### src/hw/rtl/afsr_pkg.sv
// Shared types and constants for the audio frame sample-rate control block.
// Field widths, register indexes, register reset values and the request struct.
// No dependencies.
`timescale 1ns / 1ps
`default_nettype none

package afsr_pkg;

   localparam int FILL_W    = 20;
   localparam int SPF_W     = 32;
   localparam int FRAC_W    = 16;
   localparam int SAMPLES_W = 17;
   localparam int ADJ_OUT_W = 6;
   localparam int CSR_IDX_W = 2;

   localparam logic [SAMPLES_W-1:0] SAMPLES_MAX = '1;

   typedef enum logic [CSR_IDX_W-1:0] {
      CSR_LOW_FILL  = 2'd0,
      CSR_HIGH_FILL = 2'd1,
      CSR_SPF_Q16   = 2'd2,
      CSR_UNUSED    = 2'd3
   } csr_index_type;

   localparam logic [FILL_W-1:0] LOW_FILL_RESET  = 20'd0;
   localparam logic [FILL_W-1:0] HIGH_FILL_RESET = 20'hFFFFF;
   localparam logic [SPF_W-1:0]  SPF_RESET       = 32'd48168960;

   localparam logic KIND_START = 1'b0;
   localparam logic KIND_FRAME = 1'b1;

   typedef struct packed {
      logic              kind;
      logic [FILL_W-1:0] buffered_bytes;
      logic              throttle_on;
   } item_type;

endpackage

`default_nettype wire

### src/hw/rtl/audio_frame_sample_rate_control.sv
// Top level of the audio frame sample-rate control block: stream ports,
// register file, request register and response register.
// Depends on afsr_pkg, afsr_adjust_ctrl and afsr_sample_calc.
`timescale 1ns / 1ps
`default_nettype none

// Channel   | direction | handshake                | payload
// ----------+-----------+--------------------------+------------------------------------
// req       | in        | req_tvalid / req_tready  | tuser: kind; tdata: fill, throttle
// rsp       | out       | rsp_tvalid / rsp_tready  | tdata: samples, adjustment
// csr       | in        | csr_valid / csr_ready    | csr_index, csr_data
//
// One request per cycle is sustained while the receiver takes each response; each request
// reaches the response register at the edge that moves it out of the request register.
// The single compute pass runs the run counters and the fraction accumulator.
// Reset is synchronous and clears the pipeline valids, counters and register file.
// A stalled response holds the pipeline; the request register still fills once.
// csr_ready is always high; a write to an unused index is dropped.

module audio_frame_sample_rate_control
   import afsr_pkg::*;
#(
   parameter int MAX_ADJUST    = 16,
   parameter int MID_RUN_LIMIT = 10
) (
   input  wire logic                  clock,
   input  wire logic                  reset,
   // request stream
   input  wire logic                  req_tvalid,
   output logic                       req_tready,
   input  wire logic [23:0]           req_tdata,  // [19:0] buffered_bytes, [20] throttle_on
   input  wire logic                  req_tuser,  // [0] kind
   // response stream
   output logic                       rsp_tvalid,
   input  wire logic                  rsp_tready,
   output logic [23:0]                rsp_tdata,  // [16:0] samples_next_frame, [22:17] adjustment
   // register writes
   input  wire logic                  csr_valid,
   output logic                       csr_ready,
   input  wire logic [CSR_IDX_W-1:0]  csr_index,
   input  wire logic [SPF_W-1:0]      csr_data
);

   localparam int ADJ_W = $clog2(MAX_ADJUST + 1) + 1;

   // register file
   logic [FILL_W-1:0] low_fill_ff;
   logic [FILL_W-1:0] high_fill_ff;
   logic [SPF_W-1:0]  spf_ff;

   // request register
   logic     req_valid_ff;
   item_type req_item_ff;

   // response register
   logic                 rsp_valid_ff;
   logic [SAMPLES_W-1:0] rsp_samples_ff;
   logic [ADJ_OUT_W-1:0] rsp_adjust_ff;

   logic                    advance;
   logic                    step;
   logic signed [ADJ_W-1:0] adjust_next;
   logic [SAMPLES_W-1:0]    samples;
   logic signed [31:0]      adjust_ext;

   // advance the compute stage whenever the response slot is free or draining
   assign advance    = !rsp_valid_ff || rsp_tready;
   assign step       = advance && req_valid_ff;
   assign req_tready = !req_valid_ff || advance;
   assign csr_ready  = 1'b1;

   always_ff @(posedge clock) begin
      if (reset) begin
         low_fill_ff  <= LOW_FILL_RESET;
         high_fill_ff <= HIGH_FILL_RESET;
         spf_ff       <= SPF_RESET;
      end else if (csr_valid) begin
         case (csr_index_type'(csr_index))
            CSR_LOW_FILL:  low_fill_ff  <= csr_data[FILL_W-1:0];
            CSR_HIGH_FILL: high_fill_ff <= csr_data[FILL_W-1:0];
            CSR_SPF_Q16:   spf_ff       <= csr_data;
            default:       ;
         endcase
      end
   end

   // capture a request whenever the register is empty or moving on
   always_ff @(posedge clock) begin
      if (reset) begin
         req_valid_ff <= 1'b0;
      end else if (req_tready) begin
         req_valid_ff <= req_tvalid;
      end
   end

   always_ff @(posedge clock) begin
      if (req_tready && req_tvalid) begin
         req_item_ff.kind           <= req_tuser;
         req_item_ff.buffered_bytes <= req_tdata[FILL_W-1:0];
         req_item_ff.throttle_on    <= req_tdata[FILL_W];
      end
   end

   afsr_adjust_ctrl #(
      .MAX_ADJUST    (MAX_ADJUST),
      .MID_RUN_LIMIT (MID_RUN_LIMIT),
      .ADJ_W         (ADJ_W)
   ) u_adjust (
      .clock       (clock),
      .reset       (reset),
      .step        (step),
      .item        (req_item_ff),
      .low_fill    (low_fill_ff),
      .high_fill   (high_fill_ff),
      .adjust_next (adjust_next)
   );

   afsr_sample_calc #(
      .ADJ_W (ADJ_W)
   ) u_calc (
      .clock   (clock),
      .reset   (reset),
      .step    (step),
      .kind    (req_item_ff.kind),
      .spf_q16 (spf_ff),
      .adjust  (adjust_next),
      .samples (samples)
   );

   // report the low bits of the adjustment, sign extended when it is narrow
   assign adjust_ext = 32'(adjust_next);

   always_ff @(posedge clock) begin
      if (reset) begin
         rsp_valid_ff <= 1'b0;
      end else if (advance) begin
         rsp_valid_ff <= req_valid_ff;
      end
   end

   always_ff @(posedge clock) begin
      if (step) begin
         rsp_samples_ff <= samples;
         rsp_adjust_ff  <= adjust_ext[ADJ_OUT_W-1:0];
      end
   end

   assign rsp_tvalid = rsp_valid_ff;
   assign rsp_tdata  = {1'b0, rsp_adjust_ff, rsp_samples_ff};

endmodule

`default_nettype wire

### src/hw/rtl/afsr_adjust_ctrl.sv
// Run counters and signed sample-count adjustment for the rate control block.
// Depends on afsr_pkg.
`timescale 1ns / 1ps
`default_nettype none

module afsr_adjust_ctrl
   import afsr_pkg::*;
#(
   parameter int MAX_ADJUST    = 16,
   parameter int MID_RUN_LIMIT = 10,
   parameter int ADJ_W         = $clog2(MAX_ADJUST + 1) + 1
) (
   input  wire logic                    clock,
   input  wire logic                    reset,
   input  wire logic                    step,
   input  wire item_type                item,
   input  wire logic [FILL_W-1:0]       low_fill,
   input  wire logic [FILL_W-1:0]       high_fill,
   output logic signed [ADJ_W-1:0]      adjust_next
);

   localparam int RUN_W = $clog2(MAX_ADJUST + 1);
   localparam int MID_W = $clog2(MID_RUN_LIMIT + 2);
   localparam logic [RUN_W-1:0] RUN_MAX = RUN_W'(MAX_ADJUST);
   localparam logic [MID_W-1:0] MID_LIM = MID_W'(MID_RUN_LIMIT);

   logic [RUN_W-1:0]        low_run_ff, low_run_in;
   logic [RUN_W-1:0]        high_run_ff, high_run_in;
   logic [MID_W-1:0]        mid_run_ff, mid_run_in;
   logic signed [ADJ_W-1:0] adjust_ff, adjust_in;

   always_comb begin
      low_run_in  = low_run_ff;
      high_run_in = high_run_ff;
      mid_run_in  = mid_run_ff;
      adjust_in   = adjust_ff;
      if (item.kind == KIND_START) begin
         // keep the adjustment, restart the runs
         low_run_in  = '0;
         high_run_in = '0;
         mid_run_in  = '0;
      end else if (!item.throttle_on) begin
         low_run_in  = '0;
         high_run_in = '0;
         mid_run_in  = '0;
         adjust_in   = '0;
      end else if (item.buffered_bytes < low_fill) begin
         if (low_run_ff < RUN_MAX) begin
            low_run_in = low_run_ff + 1'b1;
         end
         mid_run_in  = '0;
         high_run_in = '0;
         adjust_in   = $signed({1'b0, low_run_in});
      end else if (item.buffered_bytes > high_fill) begin
         if (high_run_ff < RUN_MAX) begin
            high_run_in = high_run_ff + 1'b1;
         end
         low_run_in = '0;
         mid_run_in = '0;
         adjust_in  = -$signed({1'b0, high_run_in});
      end else begin
         low_run_in  = '0;
         high_run_in = '0;
         if (mid_run_ff <= MID_LIM) begin
            mid_run_in = mid_run_ff + 1'b1;
         end
         if (mid_run_in > MID_LIM) begin
            adjust_in = '0;
         end
      end
   end

   assign adjust_next = adjust_in;

   always_ff @(posedge clock) begin
      if (reset) begin
         low_run_ff  <= '0;
         high_run_ff <= '0;
         mid_run_ff  <= '0;
         adjust_ff   <= '0;
      end else if (step) begin
         low_run_ff  <= low_run_in;
         high_run_ff <= high_run_in;
         mid_run_ff  <= mid_run_in;
         adjust_ff   <= adjust_in;
      end
   end

endmodule

`default_nettype wire

### src/hw/rtl/afsr_sample_calc.sv
// Fraction accumulator and saturated sample count for the rate control block.
// Depends on afsr_pkg.
`timescale 1ns / 1ps
`default_nettype none

module afsr_sample_calc
   import afsr_pkg::*;
#(
   parameter int ADJ_W = 6
) (
   input  wire logic                    clock,
   input  wire logic                    reset,
   input  wire logic                    step,
   input  wire logic                    kind,
   input  wire logic [SPF_W-1:0]        spf_q16,
   input  wire logic signed [ADJ_W-1:0] adjust,
   output logic [SAMPLES_W-1:0]         samples
);

   localparam int BASE_W = SPF_W - FRAC_W + 1;
   localparam int TOT_W  = ((ADJ_W > BASE_W) ? ADJ_W : BASE_W) + 2;

   logic [FRAC_W-1:0]       fraction_ff, fraction_in;
   logic [SPF_W:0]          acc;
   logic [BASE_W-1:0]       base;
   logic signed [TOT_W-1:0] total;

   always_comb begin
      acc = {1'b0, spf_q16} + (SPF_W + 1)'(fraction_ff);
      if (kind == KIND_START) begin
         fraction_in = spf_q16[FRAC_W-1:0];
         base        = {1'b0, spf_q16[SPF_W-1:FRAC_W]};
         total       = TOT_W'($signed({1'b0, base}));
      end else begin
         fraction_in = acc[FRAC_W-1:0];
         base        = acc[SPF_W:FRAC_W];
         total       = TOT_W'($signed({1'b0, base})) + TOT_W'(adjust);
      end
      // clamp at zero below, all ones above
      if (total < 0) begin
         samples = '0;
      end else if (total > $signed(TOT_W'(SAMPLES_MAX))) begin
         samples = SAMPLES_MAX;
      end else begin
         samples = total[SAMPLES_W-1:0];
      end
   end

   always_ff @(posedge clock) begin
      if (reset) begin
         fraction_ff <= '0;
      end else if (step) begin
         fraction_ff <= fraction_in;
      end
   end

endmodule

`default_nettype wire

### config.mk
export PLATFORM = sky130hd
export DESIGN_NAME = audio_frame_sample_rate_control
export DESIGN_NICKNAME = d
export VERILOG_FILES = /design/src/hw/rtl/afsr_pkg.sv /design/src/hw/rtl/audio_frame_sample_rate_control.sv /design/src/hw/rtl/afsr_adjust_ctrl.sv /design/src/hw/rtl/afsr_sample_calc.sv
export SDC_FILE = /design/constraint.sdc
export NUM_CORES = 1
export LEC_CHECK = 0
export BUFFER_PORTS_ARGS = -buffer_cell sky130_fd_sc_hd__buf_2
export CAP_MARGIN = 10
export CORE_ASPECT_RATIO = 1.4
export CORE_MARGIN = 2
export CORE_UTILIZATION = 57
export CTS_BUF_LIST = sky130_fd_sc_hd__clkbuf_16
export CTS_CLUSTER_DIAMETER = 40
export DETAILED_ROUTE_END_ITERATION = 8
export MAX_ROUTING_LAYER = met4
export PLACE_DENSITY = 0.77
export SETUP_SLACK_MARGIN = 0.5
export SLEW_MARGIN = 5
export SYNTH_ARGS = -nofsm -noshare
export SYNTH_HDL_FRONTEND = slang
export SYNTH_SLANG_ARGS = --single-unit
### constraint.sdc
create_clock -name clock -period 8.4 [get_ports clock]
set_clock_uncertainty 0.05 [all_clocks]
set_input_delay 0.42 -clock clock [delete_from_list [all_inputs] [get_ports clock]]
set_output_delay 0.42 -clock clock [all_outputs]
set_load 0.01 [all_outputs]
==> key figures, run 1 <==
Synthesis
  • EDFF count, synth: 45
  • Syn_area_per_cell: approximately 8.7 um^2
  • Dominant synthesized flop cell: dfxtp_1
  • Register area share after synthesis: 0.3804
  • Synth Register Bits: 155
  • Ys Warns: 0
  • Distinct cells, synth: 79
  • Syn Nets: 1,217
  • Mapped Area: 9341 um^2
  • Post-synth ARST share: 0
  • Mapped Cells: 1,073

STA
  • Slew HR: 0.2570
  • Max frequency: 0.1668 GHz
  • Final hold violation count: 0
  • RSZ-0062 raised after global routing: false
  • Slew of the pin with the lowest slew margin: 1102 ps
  • Final min period: 5996 ps
  • Final Max Slew Viols: 0
  • Setup Viol. Count Final: 0
  • TNS Setup: 0 ps
  • Period utilization: 0.7139

Clocking
  • Htree depth: 4
  • Setup Buffers After CTS: 0
  • Clock Root Buffer: clkbuf_16
  • Number of cells upsized or downsized after cts: 0
  • CTS tree: built
  • Clk Latency, worst-skew pair: around 430 ps
  • Hold_buf cts: 0
  • CTS Buf Count: 17
  • Clock slew at reported path FFs: 70 ps
  • Clock Tree Buf Depth: 2
  • Clock Sinks: 155

Routing
  • Vias: 7,844
  • Via/cell ratio: 5.832
  • Routed WL: 21,060 um
  • Residual DRC count: 0
  • Routed len/inst: 15.66 um
  • Pre-antenna DRT Iters: 5
  • Final ANT Viol Nets: 0
  • Iteration-0 DRC Markers: 387

Floorplan
  • Full die area: 17,440 um^2
  • Die Span Y: 155.5 um
  • Initial Utilization: 0.5801
  • Core Rows: 55
  • I/O pins: 91
  • Core area: around 16,000 um^2
  • Horiz. Die Dim: 112.2 um

GRT
  • Vias in the first global route: 7,574
  • First-pass GRT wire length: 34,670 um
  • Grt total ovfl: 0
  • Initial antenna violation count: 0
  • Largest net degree at the start of global routing: 60
  • Global Route Usage Sum: 0.2498

Finish
  • Share of cells above drive strength 1: 0.1414
  • Area grow syn2layout: 11.97%
  • Total Nets Final: ~1,300
  • Non-filler cells, final: ~1,300
  • Antenna fix cells: 0
  • Fillers: around 1,400

Hold path
  • Hold Path Origin: req_tdata[13]
  • HP Class: in -> reg

Power and ir drop
  • Leakage: 4.408 nW
  • Reg power frac: 0.442
  • Gate power share: 0.135
  • Switching portion of total power: 0.2618
  • PD cells: 179.6 nW/um^2
  • Clock network fraction of design power: 0.424
  • Pint: roughly 1.4 mW
  • Worst vdd ir: around 0.15 mV
  • NetSw: 0.4919 mW

Worst setup path
  • Crit path arrival time: about 6200 ps
  • WS Path Type: reg -> reg
  • CP endpoint kind: flip-flop
  • Worst setup SP type: flip-flop
  • Internal reg-to-reg setup slack: between 2000 and 2500 ps
  • Reg-to-reg critical path startpoint: spf_ff[0]$_SDFFE_PP0P_
  • CP startpoint: spf_ff[0]$_SDFFE_PP0P_
  • Crit Path Max Fanout: 16
  • Worst EP required: roughly 8700 ps

Run status
  • Status: finished, final reports clean

Placed design
  • Post-DP HPWL: 14,940 um
  • Post-placement cell count: 1,313
  • Number of port buffers: 85
  • Final GP Congestion: 0.8729

Job
  • Max cap viols: 0
==> critical path: stages (launching register included) <==
cell,delay [ps]
dfxtp_1,330
ha_1,220
inv_1,70
fa_1,170
nor2b_1,60
o21ai_1,150
a21oi_1,140
o311ai_1,500
a21oi_1,210
o41ai_2,980
xnor2_1,200
ha_1,180
inv_1,60
fa_1,410
nor2b_1,190
o21ai_0,140
a21oi_1,450
a21oi_1,130
a221o_1,420
mux2i_4,480
o221a_2,300
==> layout by cell type (no fill, tap or decap), types with 9 or more instances in the layout <==
cell type | Yosys | routed
nand3_1 | 12 | 12
nand4_1 | 21 | 21
mux2i_1 | 9 | 9
nor2_1 | 63 | 63
dfxtp_1 | 110 | 110
ha_1 | 78 | 78
nand3b_1 | 32 | 32
nand2_1 | 189 | 189
a21oi_1 | 101 | 101
nand2b_1 | 16 | 16
buf_4 | 2 | 9
xor2_1 | 15 | 15
o221a_2 | 12 | 12
nor3_1 | 14 | 14
clkbuf_16 | 0 | 19
xnor2_1 | 32 | 32
inv_1 | 64 | 65
nor2b_1 | 10 | 10
o21ai_0 | 27 | 27
o21a_1 | 11 | 11
buf_2 | 2 | 84
a211oi_1 | 22 | 22
edfxtp_1 | 45 | 45
==> registers in the layout, indices dropped and copies added (netlist names) <==
name and flops:
u_calc.fraction_ff 16, rsp_samples_ff 17, low_fill_ff 20, u_adjust.low_run_ff 5, high_fill_ff 20, req_valid_ff 1
u_adjust.mid_run_ff 4, spf_ff 32, req_item_ff 22, u_adjust.high_run_ff 5, u_adjust.adjust_ff 6, rsp_adjust_ff 6
rsp_tvalid 1
==> area by class of cell <==
cell class	count	area, um^2	area share
clock inverter	13	135.1	0.01292
sequential	155	3553	0.3397
multi-input combinational	800	5311	0.5078
tap	199	249.0	0.02380
clock buffer	19	475.5	0.04545
timing repair buffer	93	488.0	0.04665
inverter	66	247.7	0.02368
==> metrics by stage <==
step	util	total power, mW	hold slack, ps	area, um^2	setup slack, ps
floorplan	-	1.025	386.3	9341	3439
global placement	0.6117	1.087	392.7	9849	2624
detailed placement	0.6117	1.096	396.6	9849	2510
CTS	0.6496	1.887	104.5	10460	2474
global route	0.6496	1.951	97.49	10460	2133
finish	0.6496	1.879	111.0	10460	2404
==> cell families after synthesis <==
kind of cell,Yosys count,synth area share
XOR/XNOR,47,0.04407
multiplexers,12,0.01567
buffers and inverters,118,0.05157
AO/OA/AOI/OAI,259,0.1918
other,2,0.0008039
flip-flops,155,0.3804
adder cells (fa/ha/maj),80,0.1088
AND/OR/NAND/NOR,400,0.2069
==> layer usage <==
layer	vias up	wire [um]	global-route usage
met2	182	10780	0.4455
met4	0	482	0.08014
met5	-	0	-
met1	3684	8995	0.2848
met3	39	802	0.04285
li1	3939	-	-
==> cells in the mapped netlist, types with 7 or more instances <==
| cell | n | area [um^2] |
|---|---|---|
| nand2_1 | 189 | 709.4 |
| dfxtp_1 | 110 | 2202 |
| a21oi_1 | 101 | 505.5 |
| ha_1 | 78 | 975.9 |
| inv_1 | 64 | 240.2 |
| nor2_1 | 63 | 236.5 |
| edfxtp_1 | 45 | 1351 |
| clkbuf_1 | 41 | 153.9 |
| nand3b_1 | 32 | 240.2 |
| xnor2_1 | 32 | 280.3 |
| o21ai_0 | 27 | 135.1 |
| a211oi_1 | 22 | 165.2 |
| nand4_1 | 21 | 131.4 |
| nand2b_1 | 16 | 100.1 |
| xor2_1 | 15 | 131.4 |
| nor3_1 | 14 | 70.07 |
| nand3_1 | 12 | 60.06 |
| o221a_2 | 12 | 135.1 |
| o21a_1 | 11 | 82.58 |
| nor2b_1 | 10 | 62.56 |
| mux2i_1 | 9 | 90.09 |
| a21o_1 | 8 | 60.06 |
| o211ai_1 | 8 | 60.06 |
| a31oi_1 | 7 | 43.79 |
| and3_1 | 7 | 43.79 |
| or2_2 | 7 | 43.79 |
==> path summary, 6_finish.rpt <==
kind,to,cells past startpoint
setup / recovery,rsp_samples_ff[6]$_SDFFCE_PN0P_,20
hold / removal,req_item_ff[14]$_DFFE_PP_,1
setup reg to reg,rsp_samples_ff[6]$_SDFFCE_PN0P_,20
hold reg to reg,low_fill_ff[10]$_SDFFE_PP0P_,2
==> power by group through the flow <==
stage	Sequential, mW	Clock (mW)	Combinational (mW)
2_1_floorplan	0.841	0	0.184
3_3_place_gp	0.844	0	0.243
3_5_place_dp	0.846	0	0.250
4_1_cts	0.829	0.805	0.253
5_1_grt	0.833	0.834	0.284
6_report	0.830	0.796	0.253
Note: power is estimated with default switching activity, not from simulation.
==> inputs of run 2 (changes only) <==
--- a/config.mk
+++ b/config.mk
@@ -5,6 +5,7 @@
 export SDC_FILE = /design/constraint.sdc
 export NUM_CORES = 1
 export LEC_CHECK = 0
+export ABC_AREA = 1
 export BUFFER_PORTS_ARGS = -buffer_cell sky130_fd_sc_hd__buf_2
 export CAP_MARGIN = 10
 export CORE_ASPECT_RATIO = 1.4
==> constraint.sdc (replaced) <==
create_clock -name clock -period 5.6 [get_ports clock]
set_clock_uncertainty 0.05 [all_clocks]
set_input_delay 0.28 -clock clock [delete_from_list [all_inputs] [get_ports clock]]
set_output_delay 0.28 -clock clock [all_outputs]
set_load 0.01 [all_outputs]
==> key figures, run 2 <==
Run status
  • Status: finished, final reports clean (unchanged)

Worst setup path
  • CP endpoint kind: flip-flop (unchanged)
  • Worst setup path end: rsp_samples_ff[16]$_SDFFCE_PN0P_ (was rsp_samples_ff[6]$_SDFFCE_PN0P_)
  • Internal reg-to-reg setup slack: 920 ps (was 2400 ps)
  • Worst EP required: 5730 ps (was 8650 ps)
  • Reg-to-reg critical path startpoint: req_item_ff[20]$_DFFE_PP_ (was spf_ff[0]$_SDFFE_PP0P_)
  • Worst setup SP type: flip-flop (unchanged)
  • Crit path arrival time: 4810 ps (was 6240 ps)
  • WS Path Type: reg -> reg (unchanged)
  • Crit Path Max Fanout: 17 (was 16)
  • RR Endpoint: rsp_samples_ff[16]$_SDFFCE_PN0P_ (was rsp_samples_ff[6]$_SDFFCE_PN0P_)
  • Worst R2R Path Depth: 21 (was 20)
  • CP startpoint: req_item_ff[20]$_DFFE_PP_ (was spf_ff[0]$_SDFFE_PP0P_)

Synthesis
  • Most common cell in the netlist: nand2_1 (unchanged)
  • Most frequent cells after synthesis: nand2_1, inv_1, a21oi_1, dfxtp_1, o21ai_0 (was nand2_1, dfxtp_1, a21oi_1, ha_1, inv_1)
  • Syn Nets: 1,388 (was 1,217)
  • Syn_area_per_cell: 7.546 um^2 (was 8.706 um^2)
  • Synth Area in XOR/XNOR: 0.03705 (was 0.04407)
  • Register area share after synthesis: 0.3785 (was 0.3804)
  • Dominant synthesized flop cell: dfxtp_1 (unchanged)
  • Main combinational cell family by area after synthesis: simple AND/OR/NAND/NOR gates (unchanged)
  • Mux contribution to synthesized area: 0.002132 (was 0.01567)
  • Synth Register Bits: 155 (unchanged)
  • Post-Synth Adder-Cell Area: 0.1082 (was 0.1088)
  • Synth Area in Compound Gates: 0.1778 (was 0.1918)
  • Distinct cells, synth: 47 (was 79)
  • Top cells by area, synth: dfxtp_1, edfxtp_1, nand2_1, ha_1, a21oi_1 (was dfxtp_1, edfxtp_1, ha_1, nand2_1, a21oi_1)
  • Mapped Area: 9388 um^2 (was 9341 um^2)
  • Cell taking the most area after synthesis: dfxtp_1 (unchanged)
  • Simple-gate share of the synthesized area: 0.2100 (was 0.2069)
  • EDFF count, synth: 45 (unchanged)
  • Share of the synthesized area in the top cell type: 0.2346 (was 0.2357)
  • Post-synth ARST share: 0 (unchanged)
  • Ys Warns: 0 (unchanged)
  • Mapped Cells: 1,244 (was 1,073)

Power and ir drop
  • Power, Total: 2.790 mW (was 1.879 mW)
  • Leakage: 5.068 nW (was 4.408 nW)
  • PD cells: 260.1 nW/um^2 (was 179.6 nW/um^2)
  • Worst vdd ir: 0.1859 mV (was 0.1459 mV)

Finish
  • Area grow syn2layout: 14.29% (was 11.97%)
  • Fillers: 1,363 (was 1,396)
  • Most common cell after layout, fill and taps aside: nand2_1 (unchanged)
  • Util after Layout: 0.6634 (was 0.6496)
  • Share of cells above drive strength 1: 0.1225 (was 0.1414)
  • Fin area: 10,730 um^2 (was 10,460 um^2)
  • Largest register FFs: 32 (unchanged)
  • Top flop regs: spf_ff: 32 flops, req_item_ff: 22 flops (unchanged)
  • Antenna fix cells: 0 (unchanged)
  • Total Nets Final: 1,478 (was 1,277)
  • Most frequent cells in the layout: nand2_1, inv_1, a21oi_1 (was nand2_1, dfxtp_1, a21oi_1)
  • Biggest register: spf_ff (unchanged)
  • Non-filler cells, final: 1,546 (was 1,345)

Placed design
  • Final GP Congestion: 0.9041 (was 0.8729)
  • DP Worst Slack: 1057 ps (was 2510 ps)
  • Post-placement cell count: 1,491 (was 1,313)
  • Number of port buffers: 85 (unchanged)
  • Post-DP HPWL: 15,540 um (was 14,940 um)
  • Placed instance area: 9926 um^2 (was 9849 um^2)

Clocking
  • Clock Sinks: 155 (unchanged)
  • Htree depth: 4 (unchanged)
  • CTS Buf Count: 17 (unchanged)
  • Clock Root Buffer: clkbuf_16 (unchanged)
  • Setup Buffers After CTS: 0 (unchanged)
  • Clock Tree Buf Depth: 2 (unchanged)
  • CTS tree: built (unchanged)
  • Clock slew at reported path FFs: 70 ps (about the same)
  • Clk Latency, worst-skew pair: 440 ps (was 430 ps)

GRT
  • Grt total ovfl: 0 (unchanged)
  • First-pass GRT wire length: 35,850 um (was 34,670 um)
  • Vias in the first global route: 8,081 (was 7,574)
  • Initial antenna violation count: 0 (unchanged)
  • Largest net degree at the start of global routing: 67 (was 60)
  • Global Route Usage Sum: 0.2581 (was 0.2498)

Hold path
  • HP Class: in -> reg (unchanged)

Routing
  • Via/cell ratio: 5.433 (was 5.832)
  • Iteration-0 DRC Markers: 446 (was 387)
  • Routed len/inst: 13.94 um (was 15.66 um)
  • Final ANT Viol Nets: 0 (unchanged)
  • Residual DRC count: 0 (unchanged)
  • Routed WL: 21,550 um (was 21,060 um)
  • Pre-antenna DRT Iters: 5 (unchanged)
  • Vias: 8,399 (was 7,844)

STA
  • Setup Viol. Count Final: 0 (unchanged)
  • Slew HR: 0.2798 (was 0.2570)
  • Final hold slack: 12.78 ps (was 111.0 ps)
  • RSZ-0062 raised after global routing: false (unchanged)
  • Max frequency: 0.2139 GHz (was 0.1668 GHz)
  • Slew of the pin with the lowest slew margin: 1079 ps (was 1102 ps)
  • TNS Setup: 0 ps (unchanged)
  • Period utilization: 0.8348 (was 0.7139)
  • Final min period: 4675 ps (was 5996 ps)
  • Setup ws final: 924.9 ps (was 2404 ps)
  • Final Max Slew Viols: 0 (unchanged)
  • Final hold violation count: 0 (unchanged)

Floorplan
  • Core Rows: 55 (unchanged)
  • Horiz. Die Dim: 112.5 um (was 112.2 um)
  • Initial Utilization: 0.5805 (was 0.5801)
  • Full die area: 17,530 um^2 (was 17,440 um^2)
  • Core area: 16,170 um^2 (was 16,100 um^2)
  • I/O pins: 91 (unchanged)
  • Die Span Y: 155.8 um (was 155.5 um)

Job
  • Max cap viols: 0 (unchanged)
## run 2: area by class of cell
cell class                      count  area [um^2]  area share
Multi-Input combinational cell    885         5040      0.4697
Sequential cell                   155         3553      0.3312
Timing Repair Buffer              117        740.7     0.06904
Inverter                          158        593.1     0.05528
Clock buffer                       17        425.4     0.03965
Tap cell                          199        249.0     0.02321
Clock inverter                     15        127.6     0.01190
## run 2: per-layer routing
metal | track usage | vias to the layer above | routed length (um)
met5 | - | - | 0
met4 | 0.1045 | 0 | 522
met3 | 0.04545 | 41 | 929
met2 | 0.4573 | 204 | 11090
met1 | 0.2870 | 3833 | 9003
li1 | - | 4321 | -
## run 2: worst min-delay path by stage
stage / startpoint / endpoint / slack (ps) / depth (start not counted)
floorplan: req_tdata[20] / req_item_ff[0]$_DFFE_PP_ / 330 / 0
global placement: low_fill_ff[5]$_SDFFE_PP0P_ / low_fill_ff[5]$_SDFFE_PP0P_ / 400 / 2
detailed placement: low_fill_ff[14]$_SDFFE_PP0P_ / low_fill_ff[14]$_SDFFE_PP0P_ / 400 / 2
CTS: csr_data[25] / spf_ff[25]$_SDFFE_PP1P_ / 10 / 3
global route: csr_data[21] / spf_ff[21]$_SDFFE_PP0P_ / 30 / 3
finish: csr_data[25] / spf_ff[25]$_SDFFE_PP1P_ / 10 / 3
## run 2: worst max-delay path, stage by stage, from the launching register on
cell      delay [ps]
edfxtp_1         410
ha_1             330
nand2_1           60
nor2_1           170
nand2_1          150
nor2_1           240
nand4_2          270
nand2_2          290
nand2_1          130
nand3_4          120
nand2_4          180
ha_1             420
nand2_1           90
nor3_1           290
nand2_1          120
o211ai_1         390
nand2_1          130
nand2_1          100
nand2_1           50
nand2_1           60
xor2_1           210
a21oi_1          120
## run 2: kinds of logic (layout without fill, tap and decap cells)
family / Yosys count / count (layout)
AO/OA/AOI/OAI: 299 / 299
adder cells (fa/ha/maj): 80 / 80
XOR/XNOR: 38 / 38
AND/OR/NAND/NOR: 464 / 464
multiplexers: 2 / 2
flip-flops: 155 / 155
other: 2 / 2
buffers and inverters: 204 / 307
## run 2: timing repair
| item | in CTS | in global routing |
|---|---|---|
| resized for setup | 0 | 1 |
| hold buffers | 22 | 0 |
| hold endpoints to repair | 22 | 0 |
| endpoints found under the setup margin | 0 | 5 |
## run 2: report_power, final
group          switching (mW)  internal, mW  leakage (nW)
Clock                   0.517         0.584         0.277
Sequential             0.0311          1.22          1.33
Combinational           0.271         0.169          3.46
==> inputs of run 3 (changes only) <==
==> constraint.sdc (replaced) <==
create_clock -name clock -period 4.8 [get_ports clock]
set_clock_uncertainty 0.05 [all_clocks]
set_input_delay 0.24 -clock clock [delete_from_list [all_inputs] [get_ports clock]]
set_output_delay 0.24 -clock clock [all_outputs]
set_load 0.01 [all_outputs]
==> key figures, run 3 (synthesis gave the netlist of run 2 again) <==
Floorplan
  • Horiz. Die Dim: 112.5 um (unchanged)
  • Die Span Y: 155.8 um (unchanged)
  • Core Rows: 55 (unchanged)
  • Initial Utilization: 0.5805 (unchanged)
  • Full die area: 17,530 um^2 (unchanged)
  • I/O pins: 91 (unchanged)
  • Core area: 16,170 um^2 (unchanged)

Power and ir drop
  • PD cells: 297.2 nW/um^2 (was 260.1 nW/um^2)
  • Leakage: 5.221 nW (was 5.068 nW)
  • Worst vdd ir: 0.2702 mV (was 0.1859 mV)
  • Power, Total: 3.356 mW (was 2.790 mW)

GRT
  • Largest net degree at the start of global routing: 61 (was 67)
  • First-pass GRT wire length: 36,090 um (was 35,850 um)
  • Global Route Usage Sum: 0.2612 (was 0.2581)
  • Grt total ovfl: 0 (unchanged)
  • Vias in the first global route: 7,830 (was 8,081)
  • Initial antenna violation count: 0 (unchanged)

Routing
  • Iteration-0 DRC Markers: 483 (was 446)
  • Routed WL: 22,370 um (was 21,550 um)
  • Residual DRC count: 0 (unchanged)
  • Via/cell ratio: 5.409 (was 5.433)
  • Pre-antenna DRT Iters: 5 (unchanged)
  • Final ANT Viol Nets: 0 (unchanged)
  • Vias: 8,498 (was 8,399)
  • Routed len/inst: 14.24 um (was 13.94 um)

Clocking
  • CTS Buf Count: 17 (unchanged)
  • Clk Latency, worst-skew pair: 440 ps (about the same)
  • Clock Sinks: 155 (unchanged)
  • Clock Root Buffer: clkbuf_16 (unchanged)
  • CTS tree: built (unchanged)
  • Clock Tree Buf Depth: 2 (unchanged)
  • Htree depth: 4 (unchanged)
  • Clock slew at reported path FFs: 70 ps (about the same)

STA
  • Final min period: 4151 ps (was 4675 ps)
  • Final Max Slew Viols: 0 (unchanged)
  • TNS Setup: 0 ps (unchanged)
  • Max frequency: 0.2409 GHz (was 0.2139 GHz)
  • Slew HR: 0.2220 (was 0.2798)
  • RSZ-0062 raised after global routing: false (unchanged)
  • Period utilization: 0.8649 (was 0.8348)
  • Slew of the pin with the lowest slew margin: 1166 ps (was 1079 ps)
  • Setup Viol. Count Final: 0 (unchanged)
  • Final hold violation count: 0 (unchanged)

Finish
  • Biggest register: spf_ff (unchanged)
  • Most frequent cells in the layout: nand2_1, inv_1, a21oi_1 (unchanged)
  • Total Nets Final: 1,503 (was 1,478)
  • Top flop regs: spf_ff: 32 flops, req_item_ff: 22 flops (unchanged)
  • Util after Layout: 0.6983 (was 0.6634)
  • Antenna fix cells: 0 (unchanged)
  • Largest register FFs: 32 (unchanged)
  • Share of cells above drive strength 1: 0.1662 (was 0.1225)
  • Area grow syn2layout: 20.29% (was 14.29%)
  • Most common cell after layout, fill and taps aside: nand2_1 (unchanged)

Worst setup path
  • CP endpoint kind: flip-flop (unchanged)
  • Crit path arrival time: 4390 ps (was 4810 ps)
  • Worst EP required: 5040 ps (was 5730 ps)
  • WS Path Type: reg -> reg (unchanged)
  • Worst setup SP type: flip-flop (unchanged)
  • Critical Path Max Stage Delay: 360 ps (was 420 ps)
  • CP startpoint: spf_ff[0]$_SDFFE_PP0P_ (was req_item_ff[20]$_DFFE_PP_)
  • Crit-path leading delay family: simple AND/OR/NAND/NOR gates (unchanged)
  • Crit Path Max Fanout: 8 (was 17)
  • Top cell by count, worst path: a21oi_1 (was nand2_1)
  • Crit-path cells: ha_4 > inv_1 > fa_2 > inv_2 > nand3_2 > nand2_2 > a21oi_4 > o21bai_1 > nand2_1 > nand2_2 > nand4_1 > buf_4 > nor3_4 > xor2_1 > ha_1 > a21oi_1 > o21ai_1 > a21oi_1 > nand2_1 > nor2_1 > inv_1 > nand2_4 > nand3_4 > a21oi_1 (was ha_1 > nand2_1 > nor2_1 > nand2_1 > nor2_1 > nand4_2 > nand2_2 > nand2_1 > nand3_4 > nand2_4 > ha_1 > nand2_1 > nor3_1 > nand2_1 > o211ai_1 > nand2_1 > nand2_1 > nand2_1 > nand2_1 > xor2_1 > a21oi_1)
  • CP bufs+invs: 4 (was 0)
  • Reg-to-reg critical path startpoint: spf_ff[0]$_SDFFE_PP0P_ (was req_item_ff[20]$_DFFE_PP_)
  • Slowest CP cell: dfxtp_4 (was ha_1)

Placed design
  • Post-DP HPWL: 15,440 um (was 15,540 um)
  • Number of port buffers: 85 (unchanged)
  • Final GP Congestion: 0.8920 (was 0.9041)

Job
  • Max cap viols: 0 (unchanged)

Hold path
  • HP Class: in -> reg (unchanged)
  • Hold Path Origin: csr_data[5] (was csr_data[25])

Run status
  • Status: finished, final reports clean (unchanged)
-- run 3: cell type report --
class,instances,area (um^2)
Clock inverter,15,155.1
Multi-Input combinational cell,886,5348
Clock buffer,17,425.4
Inverter,158,593.1
Timing Repair Buffer,141,962.2
Fill cell,1308,4880
Tap cell,199,249.0
Sequential cell,155,3560
-- run 3: through the flow --
stage | cells | instance area [um^2] | hold slack, ps | setup slack, ps
after floorplan | 1244 | 9388 | 288.9 | 987.8
after global placement | 1492 | 9933 | 366.3 | 427.8
after detailed placement | 1492 | 9933 | 368.1 | 343.3
after CTS | 1559 | 10880 | 0.4339 | 500.2
after global routing | 1571 | 11290 | 11.99 | 418.3
final | 1571 | 11290 | 14.81 | 648.6
-- run 3: worst paths after layout --
| path | slack [ps] | cells after the start | end |
|---|---|---|---|
| setup reg to reg | 650 | 24 | rsp_samples_ff[1]$_SDFFCE_PN0P_ |
| hold reg to reg | 410 | 2 | low_fill_ff[15]$_SDFFE_PP0P_ |
| hold / removal | 10 | 3 | high_fill_ff[5]$_SDFFE_PP1P_ |
| setup / recovery | 650 | 24 | rsp_samples_ff[1]$_SDFFCE_PN0P_ |
-- run 3: worst register-to-register path, stage by stage (launching register included) --
cell and delay [ps]:
dfxtp_4 360, ha_4 130, inv_1 50, fa_2 340, inv_2 80, nand3_2 70
nand2_2 100, a21oi_4 70, o21bai_1 210, nand2_1 100, nand2_2 100, nand4_1 190
buf_4 210, nor3_4 180, xor2_1 180, ha_1 310, a21oi_1 220, o21ai_1 150
a21oi_1 200, nand2_1 80, nor2_1 150, inv_1 90, nand2_4 110, nand3_4 140
a21oi_1 170
-- run 3: report_power, final --
group          switching, mW  internal (mW)
sequential            0.0367           1.42
clock                  0.603          0.733
combinational          0.338          0.224
total                  0.977           2.38
-- run 3: layer usage --
layer / global-route usage / up-vias / share of wire
met5: - / - / 0
met4: 0.08304 / 0 / 0.021
met3: 0.04468 / 40 / 0.038
met2: 0.4561 / 193 / 0.52
met1: 0.3068 / 3891 / 0.42
li1: - / 4374 / -
-- run 3: timing repair --
item | CTS | global route
gates resized for setup | 3 | 68
gates cloned | 0 | 2
endpoints found under the setup margin | 17 | 17
hold buffers | 33 | 0
pin swaps | 1 | 21
hold endpoints to repair | 35 | 0
buffers inserted | 2 | 10
